--- config.mk ---
export PLATFORM = sky130hd
export DESIGN_NAME = shared_page_refcount_table
export DESIGN_NICKNAME = d
export VERILOG_FILES = /design/src/sprt_pkg.sv /design/src/sprt_store.sv /design/src/sprt_ctrl.sv /design/src/shared_page_refcount_table.sv
export SDC_FILE = /design/constraint.sdc
export NUM_CORES = 2
export LEC_CHECK = 0
export BUFFER_PORTS_ARGS = -buffer_cell sky130_fd_sc_hd__buf_2
export CAP_MARGIN = 20
export CORE_MARGIN = 10
export CORE_UTILIZATION = 50
export DETAILED_ROUTE_END_ITERATION = 6
export PLACE_DENSITY = 0.65
export SYNTH_ARGS = -nofsm -noshare
export SYNTH_HDL_FRONTEND = slang
export SYNTH_SLANG_ARGS = --single-unit
--- constraint.sdc ---
create_clock -name clk -period 14.8 [get_ports clk]
set_clock_uncertainty 0.2 [all_clocks]
set_input_delay 2.96 -clock clk [delete_from_list [all_inputs] [get_ports clk]]
set_output_delay 2.96 -clock clk [all_outputs]
set_load 0.1 [all_outputs]
--- src/sprt_pkg.sv ---
`default_nettype none

package sprt_pkg;

    // Table geometry
    localparam int TABLE_ENTRIES = 64;
    localparam int PAGE_BYTES    = 4096;
    localparam int IDX_W         = $clog2(TABLE_ENTRIES);
    localparam int CNT_W         = IDX_W + 1;

    // Field widths fixed by the interface
    localparam int KEY_W   = 32;
    localparam int FRAME_W = 20;
    localparam int SIZE_W  = 31;
    localparam int ADDR_W  = 32;
    localparam int REFS_W  = 8;
    localparam int SLOT_W  = 6;
    localparam int STAT_W  = 3;

    localparam logic [REFS_W-1:0] REFS_MAX = {REFS_W{1'b1}};

    // Action codes
    localparam logic ACT_OPEN  = 1'b0;
    localparam logic ACT_CLOSE = 1'b1;

    // Status codes
    localparam logic [STAT_W-1:0] ST_OPEN_OLD  = 3'd0;
    localparam logic [STAT_W-1:0] ST_OPEN_NEW  = 3'd1;
    localparam logic [STAT_W-1:0] ST_FULL      = 3'd2;
    localparam logic [STAT_W-1:0] ST_CLOSED    = 3'd3;
    localparam logic [STAT_W-1:0] ST_NOT_FOUND = 3'd4;
    localparam logic [STAT_W-1:0] ST_INVALID   = 3'd5;

    typedef struct packed {
        logic               action;
        logic [KEY_W-1:0]   seg_id;
        logic [FRAME_W-1:0] fresh_frame;
        logic [SIZE_W-1:0]  proc_size;
    } sprt_req_t;

    typedef struct packed {
        logic [STAT_W-1:0]  status;
        logic [SLOT_W-1:0]  slot;
        logic [FRAME_W-1:0] frame_page;
        logic [ADDR_W-1:0]  virt_addr;
        logic [REFS_W-1:0]  ref_count;
        logic               released;
    } sprt_rsp_t;

    // One stored table entry
    typedef struct packed {
        logic [KEY_W-1:0]   key;
        logic [FRAME_W-1:0] frame;
        logic [REFS_W-1:0]  refs;
    } sprt_entry_t;

    // Read return from the entry store
    typedef struct packed {
        logic        valid;
        sprt_entry_t entry;
    } sprt_rd_t;

    // Write request into the entry store
    typedef struct packed {
        logic             en;
        logic [IDX_W-1:0] idx;
        logic             valid;
        sprt_entry_t      entry;
    } sprt_wr_t;

endpackage

`default_nettype wire

--- src/sprt_store.sv ---
`default_nettype none

module sprt_store (
    input  wire logic                    clk,
    input  wire logic                    rst_n,
    input  wire logic [sprt_pkg::IDX_W-1:0] rd_idx,
    output sprt_pkg::sprt_rd_t           rd,
    input  wire sprt_pkg::sprt_wr_t      wr
);
    import sprt_pkg::*;

    sprt_entry_t               mem [TABLE_ENTRIES];
    logic [TABLE_ENTRIES-1:0]  valid_reg;
    sprt_entry_t               rd_entry_reg;
    logic                      rd_valid_reg;

    // Write entry payload
    always_ff @(posedge clk)
    begin
        if (wr.en)
        begin
            mem[wr.idx] <= wr.entry;
        end
    end

    // Registered read of payload
    always_ff @(posedge clk)
    begin
        rd_entry_reg <= mem[rd_idx];
    end

    // Hold valid bits in flops so reset clears the table at once
    always_ff @(posedge clk or negedge rst_n)
    begin
        if (!rst_n)
        begin
            valid_reg    <= '0;
            rd_valid_reg <= 1'b0;
        end
        else
        begin
            if (wr.en)
            begin
                valid_reg[wr.idx] <= wr.valid;
            end
            rd_valid_reg <= valid_reg[rd_idx];
        end
    end

    assign rd.valid = rd_valid_reg;
    assign rd.entry = rd_entry_reg;

endmodule

`default_nettype wire

--- src/sprt_ctrl.sv ---
`default_nettype none

module sprt_ctrl (
    input  wire logic                    clk,
    input  wire logic                    rst_n,
    input  wire logic                    start,
    output logic                         busy,
    input  wire sprt_pkg::sprt_req_t     req,
    output logic                         done,
    output sprt_pkg::sprt_rsp_t          rsp,
    output logic [sprt_pkg::IDX_W-1:0]   rd_idx,
    input  wire sprt_pkg::sprt_rd_t      rd,
    output sprt_pkg::sprt_wr_t           wr
);
    import sprt_pkg::*;

    localparam logic [1:0] S_IDLE   = 2'd0;
    localparam logic [1:0] S_SCAN   = 2'd1;
    localparam logic [1:0] S_DECIDE = 2'd2;

    localparam logic [CNT_W-1:0] CNT_END  = CNT_W'(TABLE_ENTRIES);
    localparam logic [ADDR_W-1:0] PG_MASK = ADDR_W'(PAGE_BYTES - 1);

    logic [1:0]         state_reg, state_next;
    logic [CNT_W-1:0]   cnt_reg, cnt_next;
    logic               cmp_vld_reg, cmp_vld_next;
    logic [IDX_W-1:0]   cmp_idx_reg, cmp_idx_next;
    sprt_req_t          req_reg, req_next;

    logic               hit_reg, hit_next;
    logic [IDX_W-1:0]   hit_idx_reg, hit_idx_next;
    sprt_entry_t        hit_ent_reg, hit_ent_next;
    logic               free_reg, free_next;
    logic [IDX_W-1:0]   free_idx_reg, free_idx_next;

    logic               done_reg, done_next;
    sprt_rsp_t          rsp_reg, rsp_next;

    logic               accept;
    logic [ADDR_W-1:0]  va;
    logic [REFS_W-1:0]  refs_inc;
    logic [REFS_W-1:0]  refs_dec;

    assign accept = start && (state_reg == S_IDLE);
    assign rd_idx = cnt_reg[IDX_W-1:0];

    // Round process size up to a page boundary
    assign va       = (ADDR_W'(req_reg.proc_size) + PG_MASK) & ~PG_MASK;
    assign refs_inc = hit_ent_reg.refs + REFS_W'(1);
    assign refs_dec = hit_ent_reg.refs - REFS_W'(1);

    // Sequencer: scan one entry a cycle, then decide and write back
    always_comb
    begin
        state_next    = state_reg;
        cnt_next      = cnt_reg;
        cmp_vld_next  = 1'b0;
        cmp_idx_next  = rd_idx;
        req_next      = req_reg;
        hit_next      = hit_reg;
        hit_idx_next  = hit_idx_reg;
        hit_ent_next  = hit_ent_reg;
        free_next     = free_reg;
        free_idx_next = free_idx_reg;
        done_next     = 1'b0;
        rsp_next      = rsp_reg;
        wr            = '0;

        case (state_reg)
            S_IDLE:
            begin
                if (accept)
                begin
                    req_next  = req;
                    cnt_next  = '0;
                    hit_next  = 1'b0;
                    free_next = 1'b0;
                    state_next = (req.seg_id == '0) ? S_DECIDE : S_SCAN;
                end
            end

            S_SCAN:
            begin
                // Issue next read
                if (cnt_reg != CNT_END)
                begin
                    cmp_vld_next = 1'b1;
                    cnt_next     = cnt_reg + CNT_W'(1);
                end
                else
                begin
                    state_next = S_DECIDE;
                end
                // Compare the entry read last cycle
                if (cmp_vld_reg)
                begin
                    if (rd.valid && (rd.entry.key == req_reg.seg_id) && !hit_reg)
                    begin
                        hit_next     = 1'b1;
                        hit_idx_next = cmp_idx_reg;
                        hit_ent_next = rd.entry;
                    end
                    if (!rd.valid && !free_reg)
                    begin
                        free_next     = 1'b1;
                        free_idx_next = cmp_idx_reg;
                    end
                end
            end

            S_DECIDE:
            begin
                done_next  = 1'b1;
                state_next = S_IDLE;
                rsp_next   = '0;
                if (req_reg.seg_id == '0)
                begin
                    rsp_next.status = ST_INVALID;
                end
                else if (req_reg.action == ACT_OPEN)
                begin
                    if (hit_reg)
                    begin
                        rsp_next.slot       = SLOT_W'(hit_idx_reg);
                        rsp_next.frame_page = hit_ent_reg.frame;
                        if (hit_ent_reg.refs == REFS_MAX)
                        begin
                            rsp_next.status    = ST_INVALID;
                            rsp_next.ref_count = REFS_MAX;
                        end
                        else
                        begin
                            rsp_next.status    = ST_OPEN_OLD;
                            rsp_next.ref_count = refs_inc;
                            rsp_next.virt_addr = va;
                            wr.en         = 1'b1;
                            wr.idx        = hit_idx_reg;
                            wr.valid      = 1'b1;
                            wr.entry      = hit_ent_reg;
                            wr.entry.refs = refs_inc;
                        end
                    end
                    else if (free_reg)
                    begin
                        rsp_next.status     = ST_OPEN_NEW;
                        rsp_next.slot       = SLOT_W'(free_idx_reg);
                        rsp_next.frame_page = req_reg.fresh_frame;
                        rsp_next.virt_addr  = va;
                        rsp_next.ref_count  = REFS_W'(1);
                        wr.en          = 1'b1;
                        wr.idx         = free_idx_reg;
                        wr.valid       = 1'b1;
                        wr.entry.key   = req_reg.seg_id;
                        wr.entry.frame = req_reg.fresh_frame;
                        wr.entry.refs  = REFS_W'(1);
                    end
                    else
                    begin
                        rsp_next.status = ST_FULL;
                    end
                end
                else
                begin
                    if (hit_reg)
                    begin
                        rsp_next.status     = ST_CLOSED;
                        rsp_next.slot       = SLOT_W'(hit_idx_reg);
                        rsp_next.frame_page = hit_ent_reg.frame;
                        wr.en  = 1'b1;
                        wr.idx = hit_idx_reg;
                        if (hit_ent_reg.refs <= REFS_W'(1))
                        begin
                            // Free the entry
                            rsp_next.released = 1'b1;
                            wr.valid          = 1'b0;
                            wr.entry          = '0;
                        end
                        else
                        begin
                            rsp_next.ref_count = refs_dec;
                            wr.valid      = 1'b1;
                            wr.entry      = hit_ent_reg;
                            wr.entry.refs = refs_dec;
                        end
                    end
                    else
                    begin
                        rsp_next.status = ST_NOT_FOUND;
                    end
                end
            end

            default:
            begin
                state_next = S_IDLE;
            end
        endcase
    end

    // Control registers
    always_ff @(posedge clk or negedge rst_n)
    begin
        if (!rst_n)
        begin
            state_reg   <= S_IDLE;
            cnt_reg     <= '0;
            cmp_vld_reg <= 1'b0;
            hit_reg     <= 1'b0;
            free_reg    <= 1'b0;
            done_reg    <= 1'b0;
        end
        else
        begin
            state_reg   <= state_next;
            cnt_reg     <= cnt_next;
            cmp_vld_reg <= cmp_vld_next;
            hit_reg     <= hit_next;
            free_reg    <= free_next;
            done_reg    <= done_next;
        end
    end

    // Payload registers
    always_ff @(posedge clk)
    begin
        cmp_idx_reg  <= cmp_idx_next;
        req_reg      <= req_next;
        hit_idx_reg  <= hit_idx_next;
        hit_ent_reg  <= hit_ent_next;
        free_idx_reg <= free_idx_next;
        rsp_reg      <= rsp_next;
    end

    assign busy = (state_reg != S_IDLE);
    assign done = done_reg;
    assign rsp  = rsp_reg;

endmodule

`default_nettype wire

--- src/shared_page_refcount_table.sv ---
`default_nettype none

// Channel   Handshake           Payload
// request   start / busy        req  (sprt_req_t), taken when start && !busy
// result    done (one cycle)    rsp  (sprt_rsp_t), valid only while done is high
//
// Every request with a nonzero segment id scans the whole table, one entry per
// cycle through the store's single read port, then decides and writes back in
// the DECIDE state; done goes high as busy goes low.
// A request with segment id zero skips the scan and goes straight to DECIDE.
// Reset clears the valid bits directly, so no clearing pass is needed.
// The result receiver cannot stall; a new start may be taken in the done cycle.

module shared_page_refcount_table (
    input  wire logic           clk,
    input  wire logic           rst_n,
    input  wire logic           start,
    output logic                busy,
    input  wire sprt_pkg::sprt_req_t req,
    output logic                done,
    output sprt_pkg::sprt_rsp_t rsp
);
    import sprt_pkg::*;

    logic [IDX_W-1:0] rd_idx;
    sprt_rd_t         rd;
    sprt_wr_t         wr;

    // Sequencer with the shared key compare
    sprt_ctrl u_ctrl (
        .clk    (clk),
        .rst_n  (rst_n),
        .start  (start),
        .busy   (busy),
        .req    (req),
        .done   (done),
        .rsp    (rsp),
        .rd_idx (rd_idx),
        .rd     (rd),
        .wr     (wr)
    );

    // Entry table
    sprt_store u_store (
        .clk    (clk),
        .rst_n  (rst_n),
        .rd_idx (rd_idx),
        .rd     (rd),
        .wr     (wr)
    );

endmodule

`default_nettype wire

# ---- After elaboration in Yosys (flattened, before gate mapping)
# Memory sizes are Yosys's and may differ from the RTL's. A register that Yosys moved wholly into a read port is not among the register bits.
# Index checks and enable logic that the tools add are counted.
dict set report word_totals {
  regBits 310
  latch_bits 0
  ramBits 3840
  rom_bits 0
  output_inout_bits 72
  wordCells 113
  mem_count 1
}
# name words word_bits rd rd_ports_with_merged_regs write_ports line_no
set mem_list {}
lappend mem_list {u_store.mem 64 60 1 1 1 sprt_store.sv:12} ;# sprt_entry_t mem [TABLE_ENTRIES];
dict set report classes {
  add_sub_neg 4
  multipliers 0
  n_div 0
  n_lt_le_gt_ge 4
  eq_ne 11
  shifts 0
  muxes 45
  bitwise_logic 2
  reduce_logical 22
}
# cell n
set op_table {}
lappend op_table {{68-bit 2-to-1 mux} 7}
lappend op_table {{69-bit 2-to-1 mux} 1}
lappend op_table {{66-bit 2-to-1 mux} 1}
lappend op_table {{64-bit bitwise mux} 1}
lappend op_table {{32-bit zero test} 2}
lappend op_table {{61-bit 2-to-1 mux} 1}
lappend op_table {{31-bit by 12-bit adder with 32-bit output, second input constant} 1}
lappend op_table {{32-bit == test} 1}
lappend op_table {{32-bit 2-to-1 mux} 1}
lappend op_table {{29-bit 2-to-1 mux} 1}
lappend op_table {{26-bit 2-to-1 mux} 1}
lappend op_table {{8-bit 2-to-1 mux} 3}
lappend op_table {{6-bit by 7-bit less-than comparator with 1-bit output, second input constant} 2}
lappend op_table {{7-bit 2-to-1 mux} 2}
lappend op_table {{7-bit case mux with 2 select lines} 1}
lappend op_table {{1-bit 2-to-1 mux} 13}
lappend op_table {{2-bit by 1-bit inequality test with 1-bit output, second input constant} 5}
lappend op_table {{9-bit 2-to-1 mux} 1}
lappend op_table {{3-bit AND reduction} 3}
lappend op_table {{8-bit by 1-bit adder with 8-bit output, second input constant} 1}
lappend op_table {{8-bit == test, second input constant} 1}
lappend op_table {{8-bit by 1-bit <= comparator with 1-bit output, second input constant} 1}
lappend op_table {{2-bit 2-to-1 mux} 4}
lappend op_table {{4-bit AND reduction} 2}
lappend op_table {{20 further kinds} 31}

# ---- Longest topological paths before layout
dict set report depth {
  ltp_word 11
  ltp_mapped 14
  mapped_depth_nobuf 8
}

# ---- By module
# From an unflattened synthesis, not the netlist that was laid out.
dict set report unflattened {
  cells_unflattened 7353
  area_unflattened_um2 160107.3
}
# module instances cells_per_inst area_per_inst_um2 seq_area_each_um2
set modules_own_cells {}
lappend modules_own_cells {sprt_store 1 6566 149930.0 118138.3}
lappend modules_own_cells {sprt_ctrl 1 787 10177.3 6871.6}

# ---- Worst setup path after synthesis
# Ideal clock, no wire load.
dict set report synth_path {
  path_type {reg-to-reg}
  start {register u_ctrl.state_reg[0]}
  end {memory u_store.mem[0][6] (netlist name), data pin}
  setup_time_ps 767
  arrival_ps 7083
  path_slack_ps 6750
  path_stages_with_launch 6
  path_cell_list {dfrtp_1 > nor2b_1 > o21ai_1 > buf_2 > buf_1 > a311oi_1}
}
# item line_no
set synth_lines {}
lappend synth_lines {{start, declared} sprt_ctrl.sv:24} ;# logic [1:0] state_reg, state_next;
lappend synth_lines {{start signal, assigned} sprt_ctrl.sv:214} ;# state_reg <= state_next;
lappend synth_lines {{end, declared} sprt_store.sv:12}

# ---- Worst setup path in the final report
dict set report layout_path {
  start {register u_ctrl.state_reg[0]}
  end {output busy}
}
dict set report layout_between {
  elab_chain_len 1
}
# item line_no
set layout_rtl {}
lappend layout_rtl {{2-bit nonzero test} sprt_ctrl.sv:234} ;# assign busy = (state_reg != S_IDLE);
lappend layout_rtl {{end, declared} shared_page_refcount_table.sv:18} ;# output logic busy,
# No other way between the ends.

==> metrics.md <==
| Metric | Value |
|---|---|
| Status | complete, no violations |
| Non-Filler Instances | 11900 |
| Max-cap violations | 0 |
| Syn-to-layout area delta | 13.3% |
| Period Utilization, post-route | between 30% and 40% |
| FF-to-FF End | u_store.rd[26]$_DFF_P_ |
| Sum Neg Setup Slack | 0 ps |
| Layout cells sized above 1 | about 30% |
| Die area | 343000 sq um |
| Endpoints failing hold | 0 |
| Rel. slew slack | 18.2% |
| Antenna Violating Nets Remaining | 0 |
| Main synth FF type | edfxtp_1 |
| Final worst setup slack | 9360 ps |
| Core area | 318000 sq um |
| Initial DRC count | 11400 |
| CP Data Required Time | 11640 ps |
| First-pass GRT wire length | 625 mm |
| Worst Setup End Kind | output pin |
| Hold crit path type | register to register |
| Largest stage delay, worst path | 490 ps |
| Critical Path Start Type | register |
| CTS tree | yes |
| Hold endpoint | u_ctrl.hit_ent_reg[15]$_DFFE_PP_ |
| Clock latency on the worst-skew pair | 980 ps |
| Cell count after placement | roughly 11000 |
| RSZ-0062 raised after global routing | false |
| Commonest non-fill, non-tap cell in the layout | edfxtp_1 |
| Post-Route WL | 450 mm |
| Number of flip-flops in the largest register | between 3000 and 4000 |
| Largest net degree at the start of global routing | 134 |
| Worst reg2reg setup slack | 9370 ps |
| DP HPWL | 249 mm |
| Number of synthesized flops with an enable pin | 4054 |
| Post-cts sizing count | 0 |
| Delay-heaviest family, CP | buffers and inverters |
| Clock sink total | 4198 |
| Register-to-Register Path Depth | 7 |
| Hold Path Stages | 0 |
| Residual DRC count | 0 |
| CP bufs+invs | 1 |
| GR Util All Layers | roughly a quarter |
| Crit Path Class | register to output pin |
| # IOs | ~160 |
| Postcts setup bufs | 0 |
| Reg2reg start | u_ctrl.cnt_reg[0]$_DFFE_PN0P_ |
| Gr ovfl total | 0 |
| DR pass1 iterations | 5 |
| PD cells | between 150 and 200 nW/um^2 |
| GPL Wtd Cong | 0.836 |
| Flops & latches, synth | between 4000 and 5000 |
| Synth unique cells | 70 |
| Vias per cell | 6.61 |
| Minimum clock period | between 5000 and 6000 ps |
| Min-delay src | u_store.rd[15]$_DFF_P_ |
| Critical path cell sequence | or2_2 > buf_2 |
| VDD IR-drop max | 0.000155 V |
| Max clock buf depth | 4 |
| # port buffers | 146 |
| Die X | 586 um |
| Worst Tran Pin Value | approximately 1200 ps |
| Critical Path Slowest Stage Cell | buf_2 |
| Max FO, Critical Path | 7 |
| Post-synthesis sequential area ratio | 78.1% |
| Mapped Cells | 6924 |
| Vias in the first global route | slightly below 80000 |
| Cts hold-fix bufs | 0 |
| Clock Root Buffer | clkbuf_16 |
| Ys async rst share | 1.86% |
| Total Nets Final | 7471 |
| Die H | 586 um |
| H-tree levels | 5 |
| Synthesized area | approximately 160000 sq um |
| DR vias | 78900 |
| Arrival time worst endpoint | 2280 ps |
| Setup violators final | 0 |
| DP Worst Slack | 9300 ps |
| WL/cell | 37.7 um |
| Avg Cell Area, Syn | between 20 and 25 sq um |
| Num rows | about 210 |
| CTS clk-pin slew, worst paths | 60 ps |
| Initial Util | about half |
| Most frequent cells in the layout | edfxtp_1 (4054), mux4_2 (1119), clkbuf_16 (412), buf_4 (249), nand2_1 (180) |
| Lkg Pwr | 47.9 nW |
| Fin. max-slew vios | 0 |
| Synth warnings | 0 |
| Initial antenna violation count | 26 |
| Fmax | 184 MHz |
| CTS buffer count | 410 |
-- stage by stage --
step / power, mW / utilization (%) / hold WS [ps] / area [sq um]
6_report: 28.2 / 57.0 / 180 / 181000
5_1_grt: 29.0 / 57.0 / 213 / 181000
4_1_cts: 28.3 / 56.9 / 189 / 181000
3_5_place_dp: 18.1 / 52.7 / 189 / 168000
3_3_place_gp: 18.1 / 52.6 / 194 / 167000
2_1_floorplan: 16.6 / - / 145 / 160000
-- Yosys cell counts, drive strengths merged (3+ instances only) --
| master | instances | area (sq um) |
|---|---|---|
| buf | 182 | 900 |
| nand3b | 3 | 35.0 |
| nand2 | 182 | 686 |
| a22o | 4 | 35.0 |
| a21oi | 38 | 190 |
| a31oi | 17 | 106 |
| or2 | 6 | 37.5 |
| and2 | 6 | 37.5 |
| o221ai | 15 | 131 |
| dfrtp | 78 | 1950 |
| a221oi | 24 | 210 |
| nor3 | 13 | 65.1 |
| o311ai | 5 | 43.8 |
| ha | 5 | 62.6 |
| nand4 | 18 | 113 |
| nand2b | 8 | 50.1 |
| a211oi | 49 | 368 |
| nor2 | 184 | 793 |
| o211ai | 15 | 113 |
| mux2 | 69 | 777 |
| a221o | 5 | 50.1 |
| nand3 | 23 | 120 |
| and3 | 6 | 37.5 |
| o22ai | 22 | 138 |
| dfxtp | 66 | 1320 |
| o21ai | 53 | 265 |
| o21a | 3 | 22.5 |
| mux4 | 1119 | 25200 |
| clkbuf | 207 | 777 |
| nor4 | 23 | 144 |
| xor2 | 21 | 184 |
| xnor2 | 37 | 324 |
| mux2i | 130 | 1300 |
| or4 | 3 | 22.5 |
| or3 | 11 | 73.8 |
| a32oi | 7 | 61.3 |
| edfxtp | 4054 | 122000 |
| nor2b | 25 | 156 |
| inv | 11 | 41.3 |
| a22oi | 155 | 1160 |
| o31ai | 3 | 22.5 |
-- area by class of cell --
cell class | count | area, sq um
diodes | 20 | 50.0
clock buffers | 535 | 11000
clock inverters | 234 | 2350
fillers | 22600 | 137000
inverters | 12 | 52.6
multi-input cells | 2336 | 34400
flip-flops and latches | 4198 | 125000
well taps | 4180 | 5230
repair buffers | 421 | 3200
-- how the worst max path moves through the flow --
stage,startpoint,endpoint,slack [ps],depth (start not counted)
after floorplan,u_ctrl.state_reg[0]$_DFFE_PN0P_,u_store.mem[0][6]$_DFFE_PP_,6750,5
after global placement,start,u_ctrl.req_reg[30]$_DFFE_PP_,9340,5
after detailed placement,u_ctrl.cnt_reg[0]$_DFFE_PN0P_,u_store.rd[26]$_DFF_P_,9300,7
after CTS,u_ctrl.cnt_reg[0]$_DFFE_PN0P_,u_store.rd[26]$_DFF_P_,9290,7
after global routing,u_ctrl.cnt_reg[0]$_DFFE_PN0P_,u_store.rd[26]$_DFF_P_,8990,7
final,u_ctrl.state_reg[0]$_DFFE_PN0P_,busy,9360,2
-- power by group --
part | switching [mW] | internal (mW) | leakage, nW
Sequential | 0.257 | 13.0 | 31.3
Combinational | 2.79 | 1.81 | 10.1
Clock | 4.48 | 5.87 | 6.51
Total | 7.52 | 20.7 | 47.9
-- logic make-up after synthesis --
family | Yosys count | share of synthesized area [%]
multiplexers | 1318 | 17.0
AO/OA/AOI/OAI | 429 | 1.91
buffers and inverters | 401 | 1.08
other | 1 | 0.00234
AND/OR/NAND/NOR | 514 | 1.50
flip-flops | 4198 | 78.1
XOR/XNOR | 58 | 0.317
adder cells (fa/ha/maj) | 5 | 0.0391
-- per-layer routing --
layer	wire (um)	share of wire [%]	track usage, %	vias to the layer above
met5	41	0.0091	0	-
met4	20200	4.5	10.3	6
met3	42700	9.5	4.98	752
met2	219000	49	41.6	4538
met1	168000	37	35.5	43200
li1	-	-	-	30400
No activity file was read; power rests on OpenSTA's default activity.
